File: config.mk
export PLATFORM = sky130hd
export DESIGN_NAME = infix_to_postfix_converter
export DESIGN_NICKNAME = d
export VERILOG_FILES = /design/src/hw/rtl/itp_pkg.sv /design/src/hw/rtl/itp_stack.sv /design/src/hw/rtl/infix_to_postfix_converter.sv
export SDC_FILE = /design/constraint.sdc
export NUM_CORES = 1
export LEC_CHECK = 0
export BUFFER_PORTS_ARGS = -buffer_cell sky130_fd_sc_hd__buf_4
export CORE_ASPECT_RATIO = 1.25
export CORE_MARGIN = 2
export CORE_UTILIZATION = 23
export DETAILED_ROUTE_END_ITERATION = 8
export MAX_ROUTING_LAYER = met4
export SLEW_MARGIN = 0
export SYNTH_ARGS = -nofsm -noshare
export SYNTH_HDL_FRONTEND = slang
export SYNTH_HIERARCHICAL = 1
export SYNTH_SLANG_ARGS = --single-unit
File: constraint.sdc
create_clock -name clk -period 6.4 [get_ports clk]
set_clock_uncertainty 0.2 [all_clocks]
set_input_delay 0.64 -clock clk [delete_from_list [all_inputs] [get_ports clk]]
set_output_delay 0.64 -clock clk [all_outputs]
set_load 0.02 [all_outputs]
File: src/hw/rtl/itp_pkg.sv
// ----------------------------------------------------------------------------
// itp_pkg: shared types and tables for the infix-to-postfix converter
// Operator codes, precedence table, result status codes and the control and
// status bundles that pass between the sequencer and the operator stack.
// ----------------------------------------------------------------------------
`default_nettype none

package itp_pkg;

  // Operator stack geometry.
  localparam int STACK_DEPTH = 32;
  localparam int PTR_W       = $clog2(STACK_DEPTH);
  localparam int CNT_W       = $clog2(STACK_DEPTH + 1);

  // Stream widths.
  localparam int SYM_W  = 8;
  localparam int STAT_W = 3;
  localparam int OUT_W  = 16;

  // Characters with a special role.
  localparam logic [SYM_W-1:0] CH_NUL   = 8'h00;
  localparam logic [SYM_W-1:0] CH_SPACE = 8'h20;
  localparam logic [SYM_W-1:0] CH_OPEN  = 8'h28;
  localparam logic [SYM_W-1:0] CH_CLOSE = 8'h29;
  localparam logic [SYM_W-1:0] CH_MUL   = 8'h2A;
  localparam logic [SYM_W-1:0] CH_ADD   = 8'h2B;
  localparam logic [SYM_W-1:0] CH_SUB   = 8'h2D;
  localparam logic [SYM_W-1:0] CH_DIV   = 8'h2F;
  localparam logic [SYM_W-1:0] CH_MOD   = 8'h25;
  localparam logic [SYM_W-1:0] CH_POW   = 8'h5E;

  typedef enum logic [2:0] {
    OP_ADD  = 3'd0,
    OP_SUB  = 3'd1,
    OP_MUL  = 3'd2,
    OP_DIV  = 3'd3,
    OP_MOD  = 3'd4,
    OP_POW  = 3'd5,
    OP_OPEN = 3'd6,
    OP_NONE = 3'd7
  } op_code_t;

  typedef enum logic [STAT_W-1:0] {
    ST_SYMBOL   = 3'd0,
    ST_END      = 3'd1,
    ST_END_OPEN = 3'd2,
    ST_OVERFLOW = 3'd3,
    ST_CLOSE    = 3'd4
  } status_t;

  // Requests from the sequencer to the stack.
  typedef struct packed {
    logic     push;
    logic     pop;
    op_code_t code;
  } stack_ctl_t;

  // What the stack shows of itself.
  typedef struct packed {
    logic     empty;
    logic     full;
    op_code_t top;
  } stack_stat_t;

  function automatic op_code_t code_of(input logic [SYM_W-1:0] sym);
    op_code_t c;
    unique case (sym)
      CH_ADD:  c = OP_ADD;
      CH_SUB:  c = OP_SUB;
      CH_MUL:  c = OP_MUL;
      CH_DIV:  c = OP_DIV;
      CH_MOD:  c = OP_MOD;
      CH_POW:  c = OP_POW;
      CH_OPEN: c = OP_OPEN;
      default: c = OP_NONE;
    endcase
    return c;
  endfunction

  function automatic logic [SYM_W-1:0] code_char(input op_code_t c);
    logic [SYM_W-1:0] ch;
    unique case (c)
      OP_ADD:  ch = CH_ADD;
      OP_SUB:  ch = CH_SUB;
      OP_MUL:  ch = CH_MUL;
      OP_DIV:  ch = CH_DIV;
      OP_MOD:  ch = CH_MOD;
      OP_POW:  ch = CH_POW;
      OP_OPEN: ch = CH_OPEN;
      default: ch = CH_NUL;
    endcase
    return ch;
  endfunction

  // Binding strength: + - loosest, then * /, then %, then ^.
  function automatic logic [2:0] code_prec(input op_code_t c);
    logic [2:0] p;
    unique case (c)
      OP_ADD, OP_SUB: p = 3'd0;
      OP_MUL, OP_DIV: p = 3'd1;
      OP_MOD:         p = 3'd2;
      OP_POW:         p = 3'd3;
      OP_OPEN:        p = 3'd4;
      default:        p = 3'd0;
    endcase
    return p;
  endfunction

endpackage

`default_nettype wire

File: src/hw/rtl/itp_stack.sv
// ----------------------------------------------------------------------------
// itp_stack: operator stack
// Flip-flop array of operator codes with an occupancy count; shows the top
// entry, empty and full. One push or one pop per cycle.
// ----------------------------------------------------------------------------
`default_nettype none

module itp_stack (
  input  wire                  clk,
  input  wire                  rst,
  input  wire itp_pkg::stack_ctl_t ctl,
  output itp_pkg::stack_stat_t stat
);

  itp_pkg::op_code_t           mem [itp_pkg::STACK_DEPTH];
  logic [itp_pkg::CNT_W-1:0]   count;
  logic [itp_pkg::CNT_W-1:0]   count_dec;

  assign count_dec = count - itp_pkg::CNT_W'(1);

  always_ff @(posedge clk) begin
    if (ctl.push) begin
      mem[count[itp_pkg::PTR_W-1:0]] <= ctl.code;
    end
  end

  always_ff @(posedge clk) begin
    if (rst) begin
      count <= '0;
    end else if (ctl.push) begin
      count <= count + itp_pkg::CNT_W'(1);
    end else if (ctl.pop) begin
      count <= count_dec;
    end
  end

  // The top entry is only meaningful when the stack is not empty.
  assign stat.empty = (count == '0);
  assign stat.full  = (count == itp_pkg::CNT_W'(itp_pkg::STACK_DEPTH));
  assign stat.top   = mem[count_dec[itp_pkg::PTR_W-1:0]];

endmodule

`default_nettype wire

File: src/hw/rtl/infix_to_postfix_converter.sv
// ----------------------------------------------------------------------------
// infix_to_postfix_converter: shunting-yard infix to postfix converter
// Takes one expression character per input beat and emits the postfix
// characters it releases, plus end and error beats.
// ----------------------------------------------------------------------------
//
//  Channel | Dir | tdata (low bit up)                       | tlast
//  --------+-----+------------------------------------------+------------------
//  s_*     | in  | [7:0] symbol                             | finish
//  m_*     | out | [7:0] out_symbol, [10:8] status, 0 pad   | last of the beat
//
//  A character is loaded in S_IDLE, worked on in S_SYM one stack step at a
//  time and its final result handed over in S_DONE. A skipped character or an
//  operand needs no stack step, an operator or ')' pops the operators it
//  releases one by one, and a finish then pops every stack entry in S_FLUSH
//  before the end beat. The single precedence compare against the stack top
//  sets the pace of the pop loop. The block takes a new character only when
//  the previous one is fully resolved. Reset empties the stack at once; the
//  stack contents need no clearing. A stalled output stalls the sequencer
//  only when it has a new result to hand over.
//
`default_nettype none

module infix_to_postfix_converter (
  input  wire        clk,
  input  wire        rst,
  input  wire        s_tvalid,
  output logic       s_tready,
  input  wire  [7:0] s_tdata,   // [7:0] symbol
  input  wire        s_tlast,   // finish
  output logic       m_tvalid,
  input  wire        m_tready,
  output logic [15:0] m_tdata,  // [7:0] out_symbol, [10:8] status, [15:11] zero
  output logic       m_tlast    // last beat caused by the input beat
);

  // Sequencer states: wait for a character, work on it, flush the stack on
  // finish, and hand over the last held result marked as final.
  typedef enum logic [3:0] {
    S_IDLE  = 4'b0001,
    S_SYM   = 4'b0010,
    S_FLUSH = 4'b0100,
    S_DONE  = 4'b1000
  } state_t;

  state_t state, state_next;

  // Current input character.
  logic [itp_pkg::SYM_W-1:0] sym;
  logic                      fin;
  itp_pkg::op_code_t         code;

  // A '(' was discarded during the flush.
  logic open_seen, open_seen_next;

  // One result is held back until we know whether it is the final one for
  // this beat: it goes out unmarked when a newer result arrives and marked
  // as last when the character is resolved.
  logic                      pend_valid;
  logic [itp_pkg::SYM_W-1:0] pend_sym;
  itp_pkg::status_t          pend_status;

  itp_pkg::stack_ctl_t  sctl;
  itp_pkg::stack_stat_t sstat;

  itp_stack u_stack (
    .clk  (clk),
    .rst  (rst),
    .ctl  (sctl),
    .stat (sstat)
  );

  // Character classes.
  logic is_skip, is_open, is_close, is_op;
  assign is_skip  = (sym == itp_pkg::CH_NUL) || (sym == itp_pkg::CH_SPACE);
  assign is_open  = (code == itp_pkg::OP_OPEN);
  assign is_close = (sym == itp_pkg::CH_CLOSE);
  assign is_op    = (code != itp_pkg::OP_OPEN) && (code != itp_pkg::OP_NONE);

  // Single compare unit: does the stack top bind tightly enough to leave
  // before the incoming operator? '^' is right-associative and pops only on
  // strictly tighter binding.
  logic [2:0] prec_top, prec_in;
  logic       top_pops;
  assign prec_top = itp_pkg::code_prec(sstat.top);
  assign prec_in  = itp_pkg::code_prec(code);
  assign top_pops = (prec_top > prec_in) ||
                    ((prec_top == prec_in) && (code != itp_pkg::OP_POW));

  logic top_is_open;
  assign top_is_open = (sstat.top == itp_pkg::OP_OPEN);

  // One step of the sequencer.
  logic                      emit;
  logic [itp_pkg::SYM_W-1:0] emit_sym;
  itp_pkg::status_t          emit_status;
  logic                      want_push, want_pop;
  state_t                    after_sym;

  assign after_sym = fin ? S_FLUSH : S_DONE;

  always_comb begin
    emit           = 1'b0;
    emit_sym       = itp_pkg::CH_NUL;
    emit_status    = itp_pkg::ST_SYMBOL;
    want_push      = 1'b0;
    want_pop       = 1'b0;
    state_next     = state;
    open_seen_next = open_seen;
    unique case (state)
      S_IDLE: begin
        open_seen_next = 1'b0;
        if (s_tvalid) begin
          state_next = S_SYM;
        end
      end
      S_SYM: begin
        priority if (is_skip) begin
          state_next = after_sym;
        end else if (is_open) begin
          if (sstat.full) begin
            emit        = 1'b1;
            emit_status = itp_pkg::ST_OVERFLOW;
          end else begin
            want_push = 1'b1;
          end
          state_next = after_sym;
        end else if (is_close) begin
          priority if (!sstat.empty && !top_is_open) begin
            emit     = 1'b1;
            emit_sym = itp_pkg::code_char(sstat.top);
            want_pop = 1'b1;
          end else if (!sstat.empty) begin
            // Matching '(' is dropped.
            want_pop   = 1'b1;
            state_next = after_sym;
          end else begin
            emit        = 1'b1;
            emit_status = itp_pkg::ST_CLOSE;
            state_next  = after_sym;
          end
        end else if (is_op) begin
          priority if (!sstat.empty && !top_is_open && top_pops) begin
            emit     = 1'b1;
            emit_sym = itp_pkg::code_char(sstat.top);
            want_pop = 1'b1;
          end else if (sstat.full) begin
            emit        = 1'b1;
            emit_status = itp_pkg::ST_OVERFLOW;
            state_next  = after_sym;
          end else begin
            want_push  = 1'b1;
            state_next = after_sym;
          end
        end else begin
          // Operand characters pass straight through.
          emit       = 1'b1;
          emit_sym   = sym;
          state_next = after_sym;
        end
      end
      S_FLUSH: begin
        if (!sstat.empty) begin
          want_pop = 1'b1;
          if (top_is_open) begin
            open_seen_next = 1'b1;
          end else begin
            emit     = 1'b1;
            emit_sym = itp_pkg::code_char(sstat.top);
          end
        end else begin
          emit        = 1'b1;
          emit_status = open_seen ? itp_pkg::ST_END_OPEN : itp_pkg::ST_END;
          state_next  = S_DONE;
        end
      end
      S_DONE: begin
        if (!pend_valid || !m_tvalid || m_tready) begin
          state_next = S_IDLE;
        end
      end
      default: begin
        state_next = S_IDLE;
      end
    endcase
  end

  // A new result can be taken when the holding stage is free, or when the
  // held one can move on into the output register.
  logic out_free, go;
  assign out_free = !m_tvalid || m_tready;
  assign go       = !emit || !pend_valid || out_free;

  assign s_tready  = (state == S_IDLE);
  assign sctl.push = go && want_push;
  assign sctl.pop  = go && want_pop;
  assign sctl.code = code;

  always_ff @(posedge clk) begin
    if (rst) begin
      state     <= S_IDLE;
      open_seen <= 1'b0;
    end else if (go) begin
      state     <= state_next;
      open_seen <= open_seen_next;
    end
  end

  always_ff @(posedge clk) begin
    if (s_tvalid && s_tready) begin
      sym  <= s_tdata;
      fin  <= s_tlast;
      code <= itp_pkg::code_of(s_tdata);
    end
  end

  // Holding stage and output register.
  logic push_out, push_last;
  assign push_out  = (go && emit && pend_valid) ||
                     ((state == S_DONE) && pend_valid && out_free);
  assign push_last = (state == S_DONE);

  always_ff @(posedge clk) begin
    if (rst) begin
      pend_valid <= 1'b0;
    end else if (go && emit) begin
      pend_valid <= 1'b1;
    end else if (push_out) begin
      pend_valid <= 1'b0;
    end
  end

  always_ff @(posedge clk) begin
    if (go && emit) begin
      pend_sym    <= emit_sym;
      pend_status <= emit_status;
    end
  end

  always_ff @(posedge clk) begin
    if (rst) begin
      m_tvalid <= 1'b0;
    end else if (push_out) begin
      m_tvalid <= 1'b1;
    end else if (m_tready) begin
      m_tvalid <= 1'b0;
    end
  end

  always_ff @(posedge clk) begin
    if (push_out) begin
      m_tdata <= {5'b0, pend_status, pend_sym};
      m_tlast <= push_last;
    end
  end

endmodule

`default_nettype wire

# After elaboration in Yosys (flattened, before gate mapping)
# Memory sizes are Yosys's and may differ from the RTL's.
# Cells that the tools add are included.
# op_classes
n_lt_le_gt_ge	1
eq_ne	36
reduce_logical	35
muxes	73
n_addsub	2
# op_table
op	n
equality test 8 x 6 -> 1 bit, second input constant	8
one-hot mux 7 bit (7 select lines)	1
one-hot mux 7 bit (6 select lines)	1
two-way mux 4 bit	10
two-way mux 8 bit	5
two-way mux 1 bit	32
one-hot mux 3 bit (4 select lines)	2
two-way mux 3 bit	7
two-way mux 7 bit	3
one-hot mux 3 bit (7 select lines)	1
equality test 3 bit, second input constant	6
one-hot mux 4 bit (4 select lines)	1
one-hot mux 8 bit (2 select lines)	1
equality test 3 x 2 -> 1 bit, second input constant	4
two-way mux 6 bit	2
logical AND 1 bit	11
inequality test 3 bit, second input constant	3
equality test 8 x 7 -> 1 bit, second input constant	1
zero test 8 bit	1
logical OR 1 bit	8
inequality test 2 bit, second input constant	4
nonzero test 2 bit	4
adder 6 x 1 -> 6 bit, second input constant	1
equality test 6 bit, second input constant	1
20 further kinds	29
# totals
output_inout_bits	19
memories	1
ff_bits	48
input_bits	13
ramBits	96
# memory_table
memory	words	word_bits	rd	rd_ports_with_merged_regs	wr	line	source
u_stack.mem	32	3	1	0	1	itp_stack.sv:15	itp_pkg::op_code_t mem [itp_pkg::STACK_DEPTH];

# Logic depth before layout (Yosys ltp)
# Gate-level depths: netlist of run 1.
# An unclocked memory read counts as a cell.
# logic_depth
depth_word	23
mapped_depth	25

# Modules after synthesis
# The synthesis of run 1 kept the hierarchy.
# by_module_without_submodules
module	area_each_um2	n_inst	cells_each
itp_stack	4429.2	1	260
infix_to_postfix_converter	2153.3	1	193

# Worst setup path before layout of run 1
# Ideal clock, no wire load.
# synth_path
path_type	register -> register
start	register u_stack/count[0] (netlist name)
end	memory u_stack/mem[11][0] (netlist name), enable pin
n_path_buf	5
setup_slack_ps	1110
path_stages_with_launch	24
synth_period_minus_slack_ps	5290
arrival_time_ps	4771
path_cell_list	dfxtp_1 buf_6 buf_12 inv_1 ha_1 buf_2 buf_2 mux4_1 mux2_2 a21oi_1 a2111oi_1 nand2_1 nor2_1 a21oi_1 ha_1 and3_1 a211oi_1 and2_1 a221oi_1 nand2_1 nor2_1 clkbuf_1 nand2_1 nor2_1
# synth_rtl
item	line	source
start, declared	itp_stack.sv:16	logic [itp_pkg::CNT_W-1:0] count;
start signal, assigned	itp_stack.sv:31	count <= count + itp_pkg::CNT_W'(1);
start signal, assigned	itp_stack.sv:33	count <= count_dec;
end, declared	itp_stack.sv:15	

==> results of run 1 <==
-- power by group --
group	internal [W]	total (W)	switching (W)
sequential	0.00103	0.00104	0.00000846
clock	0.000690	0.00106	0.000371
combinational	0.0000277	0.0000701	0.0000424
total	0.00175	0.00217	0.000422
-- through the flow --
| step | cell area [µm²] | cells | util (%) | hold WS (ns) | total power [W] |
|---|---|---|---|---|---|
| 2_1_floorplan | 6598 | 457 | - | 0.2003 | 0.001103 |
| 3_3_place_gp | 7166 | 825 | 25.30 | 0.2033 | 0.001127 |
| 3_5_place_dp | 7166 | 825 | 25.30 | 0.2045 | 0.001127 |
| 4_1_cts | 7805 | 856 | 27.56 | 0.1890 | 0.002188 |
| 5_1_grt | 7816 | 856 | 27.60 | 0.1929 | 0.002231 |
| 6_report | 7816 | 856 | 27.60 | 0.2108 | 0.002169 |
-- cells in the mapped netlist (8+ instances only) --
library cell	count
nor2_1	60
dfxtp_1	13
o21ai_0	15
edfxtp_1	131
inv_1	11
mux4_2	20
nand2_1	30
a21oi_1	15
ha_1	8
-- worst reg2reg max path, delay by kind of cell, from the launching register on --
family	cells	cell delay, ns
compound gates	5	1.16
fa+ha+maj	2	0.79
buf+inv	3	0.61
flops	1	0.49
mux	1	0.23
simple gates	9	2.11
-- cell type report --
cell class | count | area, µm² | area share [%]
tap | 355 | 444.2 | 5.683
timing repair buffer | 35 | 275.3 | 3.522
multi-input combinational | 280 | 2221 | 28.41
clock inverter | 14 | 214.0 | 2.737
inverter | 11 | 41.29 | 0.5283
clock buffer | 17 | 425.4 | 5.443
sequential | 144 | 4195 | 53.67
-- state kept, by name, summed over array words and instances (netlist names) --
name and count:
code 3, fin 1, m_tdata 11, m_tlast 1, m_tvalid 1, open_seen 1, pend_status 3, pend_sym 8
pend_valid 1, state 4, sym 8, u_stack/count 6, u_stack/mem 96
-- logic make-up after synthesis --
group,share of synthesized area (%)
and+or+nand+nor,12.39
DFF,63.71
AOI/OAI and AO/OA,8.231
muxes,10.09
buffers and inverters,2.946
adders and majority gates,1.521
xor gates and xnor gates,1.045
other,0.05697
-- layer usage --
layer / up-vias / track usage, % / wire length [µm]
li1: 1826 / - / -
met4: 0 / 3.670 / 153
met3: 11 / 1.363 / 269
met1: 1939 / 9.963 / 5431
met2: 50 / 16.60 / 7282
met5: - / - / 0
-- worst max-delay path by stage --
stage	start	to	depth (start not counted)
final	u_stack/count[1]$_SDFFE_PP0P_	u_stack/mem[11][2]$_DFFE_PP_	20
after global routing	u_stack/count[1]$_SDFFE_PP0P_	u_stack/mem[14][2]$_DFFE_PP_	20
after CTS	u_stack/count[1]$_SDFFE_PP0P_	u_stack/mem[11][0]$_DFFE_PP_	17
after detailed placement	u_stack/count[1]$_SDFFE_PP0P_	u_stack/mem[11][1]$_DFFE_PP_	17
after global placement	u_stack/count[1]$_SDFFE_PP0P_	u_stack/mem[21][2]$_DFFE_PP_	17
after floorplan	u_stack/count[0]$_SDFFE_PP0P_	u_stack/mem[11][0]$_DFFE_PP_	23
-- placed cells by master (no fill, tap or decap), types with 7 or more instances in the layout --
master / count
ha_1: 8
nand2_1: 30
a21oi_1: 15
edfxtp_1: 131
buf_4: 34
o21ai_0: 15
clkbuf_16: 17
dfxtp_1: 12
nand2b_1: 7
mux4_2: 20
inv_1: 11
nor2b_1: 7
nand3_1: 7
nor2_1: 60
mux2_2: 7
==> metrics.csv, run 1 <==
stage;metric;value;unit
cells_and_area;fin nets;510;
clock_network;clock buffer depth;2;
clock_network;TritonCTS clock tree;yes;
route;drt drc;0;
worst_setup_path;worst-path maximum fanout;21;
route;total wire length;13.14;mm
worst_hold_path;HP Start;s_tlast;
worst_setup_path;Crit Path Category;flop to flop;
worst_setup_path;r2r setup slk;0.47;ns
clock_network;worst-skew pair later-pin latency;0.41;ns
sta;Slew Viols, Final;0;
global_routing;Overflow after GRT;0;
clock_network;Clock Sinks;144;
logic_synthesis;Seq/Total Area, Yosys;63.71;%
clock_network;clock transition at the registers of the reported paths;0.06;ns
sta;Final setup viols;0;
worst_setup_path;Reg2Reg Launch Point;u_stack/count[1]$_SDFFE_PP0P_;
run;max-cap viol count;0;
route;Vias/cell;4.470;
logic_synthesis;EDFF count, synth;131;
logic_synthesis;top cells by area, synth;edfxtp_1, mux4_2, dfxtp_1;
global_routing;vias in the first global route;3813;
clock_network;# Post-CTS Setup Buffers;0;
logic_synthesis;synthesis warning total;6;
logic_synthesis;synth unique cells;76;
logic_synthesis;Mapped Cells;453;
sta;Worst-Margin Slew;1.127;ns
route;Post-DRT Antenna Nets;0;
worst_setup_path;Reg2Reg Depth;20;
sta;PnR worst setup slack;0.4733;ns
route;routed len/inst;15.35;µm
logic_synthesis;Avg Cell Area, Syn;14.53;µm²
logic_synthesis;Mapped Area;6583;µm²
route;DR iter-0 viols;257;
clock_network;Resized cells post-CTS;0;
worst_setup_path;CP max-delay cell;a2111oi_1;
worst_setup_path;CP delay by family, top;simple AND/OR/NAND/NOR gates;
worst_setup_path;Critical Path Source Type;flop;
power;static leakage;2.527;nW
cells_and_area;FILL cells;2813;
global_routing;global-route usage over all layers;9.095;%
worst_setup_path;RR Endpoint;u_stack/mem[11][2]$_DFFE_PP_;
worst_setup_path;Worst Path Buf+Inv;3;
cells_and_area;layout cells sized above 1;22.75;%
worst_setup_path;CP peak stage delay;0.53;ns
sta;RSZ-0062 raised after global routing;false;
logic_synthesis;Primary FF master, synth;edfxtp_1;
worst_hold_path;WHS Endpoint;fin$_DFFE_PP_;
global_routing;first-pass GRT wire length;20.51;mm
placement;IO buf count;26;
sta;Rel. slew slack;24.87;%
floorplan;FP Rows;69;
worst_hold_path;worst hold path depth;1;
cells_and_area;ant diodes;0;
run_status;status;finished clean;
floorplan;I/O pin count;32;
placement;Final GP Congestion;0.8190;
worst_setup_path;Setup crit end kind;flop;
power;maximum VDD drop;0.0001275;V
floorplan;core area;28320;µm²
placement;Post-Place Worst Slack;0.3869;ns
floorplan;initial core utilization;23.25;%
clock_network;# hold bufs at CTS;0;
logic_synthesis;Post-synth ARST share;0;%
worst_setup_path;Required @ worst endpoint;6.27;ns
sta;setup TNS;0;ns
global_routing;initial antenna violation count;0;
sta;Tcrit/Tclk final;92.60;%
sta;Tmin final;5.927;ns
worst_hold_path;Worst Hold Class;input pin to flop;
logic_synthesis;top cell type's share of synthesized area;59.76;%
cells_and_area;area delta synth->final;18.74;%
logic_synthesis;Seq cells post-synth;144;
worst_setup_path;CP Cell Sequence;inv_1 -> ha_1 -> buf_12 -> mux4_2 -> nor2b_1 -> a221oi_1 -> a2111oi_1 -> buf_4 -> nand2_1 -> nor2_1 -> a21oi_1 -> ha_1 -> nor2b_1 -> o21ai_0 -> and2_1 -> a221oi_1 -> nand2_1 -> nor2_1 -> nand2_1 -> nor2_1;
clock_network;# H-tree levels;4;
global_routing;largest net degree at the start of global routing;39;
clock_network;clk root buf;clkbuf_16;
route;DRT Pass-1 Iters;4;
worst_setup_path;Crit path arrival time;5.80;ns
logic_synthesis;post-synth top area cell;edfxtp_1;
sta;Fin. Hold Viols;0;
clock_network;CTS Buf Count;17;
placement;post-detail-place hpwl;9.030;mm
floorplan;die area;30000;µm²
power;Power Density;277.5;nW/µm²
sta;Max Freq;168.7;MHz
route;routed via count;3826;
floorplan;Die Wd;155.3;µm
floorplan;Die H;193.1;µm
Note: power is estimated with default switching activity, not from simulation.
==> inputs of run 2 (changes only) <==
Settings changed: CORE_MARGIN 2 to 1.5.
==> metrics.csv, run 2 (synthesis gave the netlist of run 1 again) <==
stage;metric;value;unit;change
run_status;status;finished clean;;
cells_and_area;layout cells sized above 1;23.31;%;+0.55 points
worst_setup_path;Required @ worst endpoint;6.27;ns;about the same
clock_network;# hold bufs at CTS;0;;unchanged
clock_network;Clock Sinks;144;;unchanged
floorplan;initial core utilization;23.25;%;unchanged
sta;setup TNS;0;ns;unchanged
worst_setup_path;Reg2Reg Launch Point;u_stack/count[1]$_SDFFE_PP0P_;;
sta;Fin. Hold Viols;0;;unchanged
sta;Rel. slew slack;23.31;%;-1.6 points
worst_setup_path;RR Endpoint;u_stack/mem[20][0]$_DFFE_PP_;;
worst_hold_path;Worst Hold Class;input pin to flop;;
clock_network;clock transition at the registers of the reported paths;0.06;ns;about the same
worst_setup_path;Crit path arrival time;5.84;ns;+0.04 ns
floorplan;Die Wd;154.3;µm;-0.64%
sta;PnR worst setup slack;0.4259;ns;-0.04742 ns
route;routed len/inst;15.09;µm;-1.7%
placement;Post-Place Worst Slack;0.3984;ns;+0.01149 ns
worst_setup_path;worst-path maximum fanout;18;;-14%
sta;RSZ-0062 raised after global routing;false;;
sta;Worst-Margin Slew;1.150;ns;+0.02334 ns
worst_setup_path;last element of the critical path;u_stack/mem[20][0]$_DFFE_PP_;;
floorplan;FP Rows;69;;unchanged
power;static leakage;2.492;nW;-1.4%
route;drt drc;0;;unchanged
global_routing;first-pass GRT wire length;20.52;mm;about the same
run;max-cap viol count;0;;unchanged
cells_and_area;commonest non-fill, non-tap cells in the layout;edfxtp_1, nor2_1, buf_4, nand2_1, mux4_2;;
floorplan;die area;29650;µm²;-1.2%
clock_network;clock buffer depth;2;;unchanged
cells_and_area;area delta synth->final;17.98;%;
clock_network;CTS Buf Count;17;;unchanged
clock_network;clk root buf;clkbuf_16;;
placement;IO buf count;26;;unchanged
global_routing;largest net degree at the start of global routing;39;;unchanged
clock_network;Resized cells post-CTS;0;;unchanged
placement;Final GP Congestion;0.8361;;+2.1%
clock_network;worst-skew pair later-pin latency;0.41;ns;about the same
global_routing;vias in the first global route;3852;;+1.0%
global_routing;Overflow after GRT;0;;unchanged
power;Power Density;263.1;nW/µm²;-5.2%
cells_and_area;max reg flops;96;;unchanged
sta;Max Freq;167.4;MHz;-0.79%
sta;Tmin final;5.974;ns;+0.04742 ns
worst_setup_path;worst setup path startpoint;u_stack/count[1]$_SDFFE_PP0P_;;
global_routing;initial antenna violation count;0;;unchanged
route;Post-DRT Antenna Nets;0;;unchanged
worst_setup_path;r2r setup slk;0.43;ns;-0.05 ns
clock_network;TritonCTS clock tree;yes;;
floorplan;Die H;192.1;µm;-0.52%
cells_and_area;commonest non-fill, non-tap cell in the layout;edfxtp_1;;
worst_setup_path;Crit Path Category;flop to flop;;
worst_hold_path;HP Start;s_tlast;;
worst_setup_path;Reg2Reg Depth;20;;unchanged
route;DRT Pass-1 Iters;6;;+2
sta;Tcrit/Tclk final;93.35;%;+0.74 points
floorplan;core area;28320;µm²;unchanged
floorplan;I/O pin count;32;;unchanged
clock_network;# H-tree levels;4;;unchanged
sta;Final setup viols;0;;unchanged
cells_and_area;ant diodes;0;;unchanged
route;total wire length;12.94;mm;-1.5%
sta;Slew Viols, Final;0;;unchanged
power;maximum VDD drop;0.0001346;V;+5.6%
cells_and_area;fin nets;511;;+0.20%
worst_setup_path;Setup crit end kind;flop;;
route;DR iter-0 viols;341;;+33%
clock_network;# Post-CTS Setup Buffers;0;;unchanged
global_routing;global-route usage over all layers;9.296;%;+0.20 points
route;routed via count;3786;;-1.0%
placement;post-detail-place hpwl;8.886;mm;-1.6%
worst_setup_path;Critical Path Source Type;flop;;
route;Vias/cell;4.418;;-1.2%
## run 2: cell count changes in the layout (fill, tap and decap cells not counted)
cell        delta
clkinvlp_4     +4
bufinv_16      -3
clkinv_2       +3
clkinv_1       -2
a2111oi_2      -1
a2111oi_4      +1
buf_4          +1
clkinv_4       -1
inv_6          -1
## run 2: power breakdown
| part | internal [W] | switching (W) | total, W | leakage (nW) |
|---|---|---|---|---|
| sequential | 0.00103 | 0.00000845 | 0.00104 | 1.28 |
| combinational | 0.0000280 | 0.0000427 | 0.0000707 | 0.947 |
| clock | 0.000569 | 0.000366 | 0.000935 | 0.269 |
## run 2: cell type report
| type | instances | area (µm²) |
|---|---|---|
| Clock buffer | 17 | 425.4 |
| Tap cell | 355 | 444.2 |
| Multi-Input combinational cell | 280 | 2233 |
| Sequential cell | 144 | 4195 |
| Fill cell | 2838 | 20550 |
| Clock inverter | 14 | 143.9 |
| Timing Repair Buffer | 36 | 282.8 |
| Inverter | 11 | 41.29 |
## run 2: how the worst min path moves through the flow
| stage | slack, ns | endpoint | depth (start not counted) |
|---|---|---|---|
| after floorplan | 0.20 | m_tdata[0]$_DFFE_PP_ | 0 |
| after global placement | 0.20 | m_tdata[10]$_DFFE_PP_ | 0 |
| after detailed placement | 0.20 | m_tdata[2]$_DFFE_PP_ | 0 |
| after CTS | 0.18 | fin$_DFFE_PP_ | 1 |
| after global routing | 0.20 | fin$_DFFE_PP_ | 1 |
| final | 0.20 | fin$_DFFE_PP_ | 1 |
## run 2: critical path, stage by stage, from the launching register on
cell	delay, ns
dfxtp_1	0.51
inv_1	0.13
ha_1	0.60
buf_12	0.23
mux4_1	0.20
mux2_2	0.16
a21oi_1	0.05
a2111oi_1	0.42
buf_4	0.23
nand2_1	0.07
nor2_1	0.19
a21oi_1	0.07
ha_1	0.31
nor2b_1	0.11
o21ai_0	0.14
and2_1	0.20
a221oi_1	0.35
nand2_1	0.08
nor2_1	0.45
nand2_1	0.46
nor2_1	0.44
## run 2: metrics by stage
step | cells | hold slack (ns) | power, W | instance area, µm² | util [%]
4_1_cts | 857 | 0.1836 | 0.002068 | 7742 | 27.34
3_3_place_gp | 826 | 0.2029 | 0.001127 | 7173 | 25.33
2_1_floorplan | 457 | 0.2003 | 0.001103 | 6598 | -
5_1_grt | 857 | 0.1970 | 0.002110 | 7766 | 27.43
3_5_place_dp | 826 | 0.2045 | 0.001128 | 7173 | 25.33
6_report | 857 | 0.2042 | 0.002044 | 7766 | 27.43
## run 2: metal layers
layer  track usage, %  wire [µm]
met1            10.31       5309
met4            4.771        242
met2            16.39       7052
met3            1.264        331
met5                -          0
==> inputs of run 3 (changes only) <==
Clock period 6.4 ns to 7.8 ns, I/O delays scaled along.
==> metrics.csv, run 3 (synthesis gave the netlist of run 1 again) <==
stage;metric;value;unit;change
run_status;status;finished clean;;
worst_setup_path;Crit Path Category;flop to flop;;
power;maximum VDD drop;0.0001085;V;-19%
global_routing;first-pass GRT wire length;21.33;mm;+4.0%
cells_and_area;post-layout util;27.18;%;-0.24 points
sta;Max Freq;163.0;MHz;-2.6%
cells_and_area;area delta synth->final;16.94;%;
power;Power Density;215.1;nW/µm²;-18%
route;DRT Pass-1 Iters;5;;-1
clock_network;clk root buf;clkbuf_16;;
worst_setup_path;Required @ worst endpoint;7.68;ns;+1.41 ns
power;sequential power share;51.3;%;+0.5 points
cells_and_area;Post-Layout Cell Count;856;;-0.12%
global_routing;global-route usage over all layers;9.615;%;+0.32 points
sta;Tcrit/Tclk final;78.65;%;-15 points
sta;Final setup viols;0;;unchanged
route;drt drc;0;;unchanged
global_routing;Overflow after GRT;0;;unchanged
clock_network;CTS Buf Count;17;;unchanged
floorplan;die area;29650;µm²;unchanged
sta;Worst-Margin Slew;1.012;ns;-0.1385 ns
cells_and_area;post-route cell area;7697;µm²;-0.89%
route;Post-DRT Antenna Nets;0;;unchanged
placement;post-detail-place hpwl;9.202;mm;+3.6%
route;routed via count;3837;;+1.3%
cells_and_area;commonest non-fill, non-tap cells in the layout;edfxtp_1, nor2_1, buf_4, nand2_1, mux4_2;;
cells_and_area;FILL cells;2859;;+0.74%
placement;IO buf count;26;;unchanged
worst_hold_path;Worst Hold Class;flop to flop;;
clock_network;# H-tree levels;4;;unchanged
route;Vias/cell;4.482;;+1.5%
power;Net Switching;0.0003727;W;-11%
run;max-cap viol count;0;;unchanged
placement;Final GP Congestion;0.8242;;-1.4%
power;Net Sw Frac;22.51;%;+2.1 points
sta;Tmin final;6.135;ns;+0.1607 ns
cells_and_area;ant diodes;0;;unchanged
clock_network;clock buffer depth;2;;unchanged
placement;Placed Area;7146;µm²;-0.38%
clock_network;Resized cells post-CTS;0;;unchanged
route;total wire length;13.37;mm;+3.4%
clock_network;# Post-CTS Setup Buffers;0;;unchanged
sta;Rel. slew slack;31.60;%;+8.3 points
route;DR iter-0 viols;283;;-17%
floorplan;initial core utilization;23.25;%;unchanged
global_routing;initial antenna violation count;0;;unchanged
floorplan;I/O pin count;32;;unchanged
cells_and_area;commonest non-fill, non-tap cell in the layout;edfxtp_1;;
sta;Slew Viols, Final;0;;unchanged
clock_network;clock transition at the registers of the reported paths;0.06;ns;about the same
placement;placed insts;824;;-0.24%
sta;Worst Hold Margin;0.2180;ns;+0.01384 ns
route;routed len/inst;15.62;µm;+3.5%
floorplan;core area;28320;µm²;unchanged
global_routing;largest net degree at the start of global routing;39;;unchanged
floorplan;Die H;192.1;µm;unchanged
clock_network;TritonCTS clock tree;yes;;
power;Internal;0.001283;W;-21%
cells_and_area;max reg flops;96;;unchanged
clock_network;Clock Sinks;144;;unchanged
floorplan;FP Rows;69;;unchanged
clock_network;worst-skew pair later-pin latency;0.42;ns;about the same
worst_setup_path;Setup crit end kind;flop;;
sta;Fin. Hold Viols;0;;unchanged
worst_setup_path;Critical Path Source Type;flop;;
power;Comb power frac;3.5;%;about the same
global_routing;vias in the first global route;4010;;+4.1%
sta;setup TNS;0;ns;unchanged
sta;RSZ-0062 raised after global routing;false;;
worst_setup_path;worst-path maximum fanout;17;;-1
worst_setup_path;Crit path arrival time;6.02;ns;+0.18 ns
floorplan;Die Wd;154.3;µm;unchanged
power;static leakage;2.463;nW;-1.2%
cells_and_area;layout cells sized above 1;23.15;%;-0.15 points
power;Clock Power Share;45.2;%;-0.6 points
cells_and_area;fin nets;509;;-0.39%
clock_network;# hold bufs at CTS;0;;unchanged
[run 3: cell types whose count changed in the layout (fill, tap and decap cells not counted), moves of 2 or more]
cell       before  now
inv_6           1    5
clkinv_2        3    0
bufinv_16       2    0
inv_8           0    2
[run 3: worst max-delay path: stages, from the launching register on]
cell and delay, ns:
dfxtp_1 0.50, inv_1 0.14, ha_1 0.59, buf_4 0.34, mux4_2 0.23, and2b_1 0.14
a221oi_2 0.05, a2111oi_2 0.66, nand2_1 0.13, nor2_1 0.19, a21oi_1 0.07, ha_1 0.31
nor2b_1 0.11, o21ai_0 0.15, and2_1 0.20, a221oi_1 0.37, nand2_1 0.09, nor2_1 0.46
nand2_1 0.49, nor2_1 0.40
[run 3: stage by stage]
| step | power, W | setup slack [ns] |
|---|---|---|
| after global routing | 0.001708 | 1.169 |
| final | 0.001656 | 1.665 |
| after detailed placement | 0.0009247 | 1.676 |
| after global placement | 0.0009244 | 1.815 |
| after CTS | 0.001671 | 1.698 |
| after floorplan | 0.0009048 | 2.510 |
[run 3: power groups by stage]
stage / combinational (W) / sequential [W] / clock, W
floorplan: 0.0000393 / 0.000865 / 0
global placement: 0.0000585 / 0.000866 / 0
detailed placement: 0.0000586 / 0.000866 / 0
CTS: 0.0000588 / 0.000849 / 0.000763
global route: 0.0000643 / 0.000851 / 0.000793
finish: 0.0000583 / 0.000849 / 0.000748
[run 3: layout make-up]
| type | instances | area (µm²) | share of cell area [%] |
|---|---|---|---|
| inverter | 11 | 41.29 | 0.5364 |
| sequential | 144 | 4195 | 54.50 |
| clock inverter | 14 | 122.6 | 1.593 |
| tap | 355 | 444.2 | 5.770 |
| timing repair buffer | 34 | 255.2 | 3.316 |
| multi-input combinational | 280 | 2210 | 28.71 |
| clock buffer | 18 | 429.2 | 5.575 |
[run 3: layer usage]
| metal | share of wire [%] | GRT usage (%) | up-vias |
|---|---|---|---|
| met1 | 42 | 10.27 | 1943 |
| met5 | 0 | - | - |
| met4 | 1.8 | 3.809 | 0 |
| met3 | 2.0 | 1.534 | 15 |
| li1 | - | - | 1819 |
| met2 | 55 | 17.79 | 60 |
[run 3: worst paths after layout]
check	startpoint	endpoint	slack, ns	depth (start not counted)
worst max-delay path	u_stack/count[1]$_SDFFE_PP0P_	u_stack/mem[11][2]$_DFFE_PP_	1.67	19
worst min-delay path	pend_sym[6]$_DFFE_PP_	m_tdata[6]$_DFFE_PP_	0.22	0
worst max register to register	u_stack/count[1]$_SDFFE_PP0P_	u_stack/mem[11][2]$_DFFE_PP_	1.67	19
worst min register to register	pend_sym[6]$_DFFE_PP_	m_tdata[6]$_DFFE_PP_	0.22	0
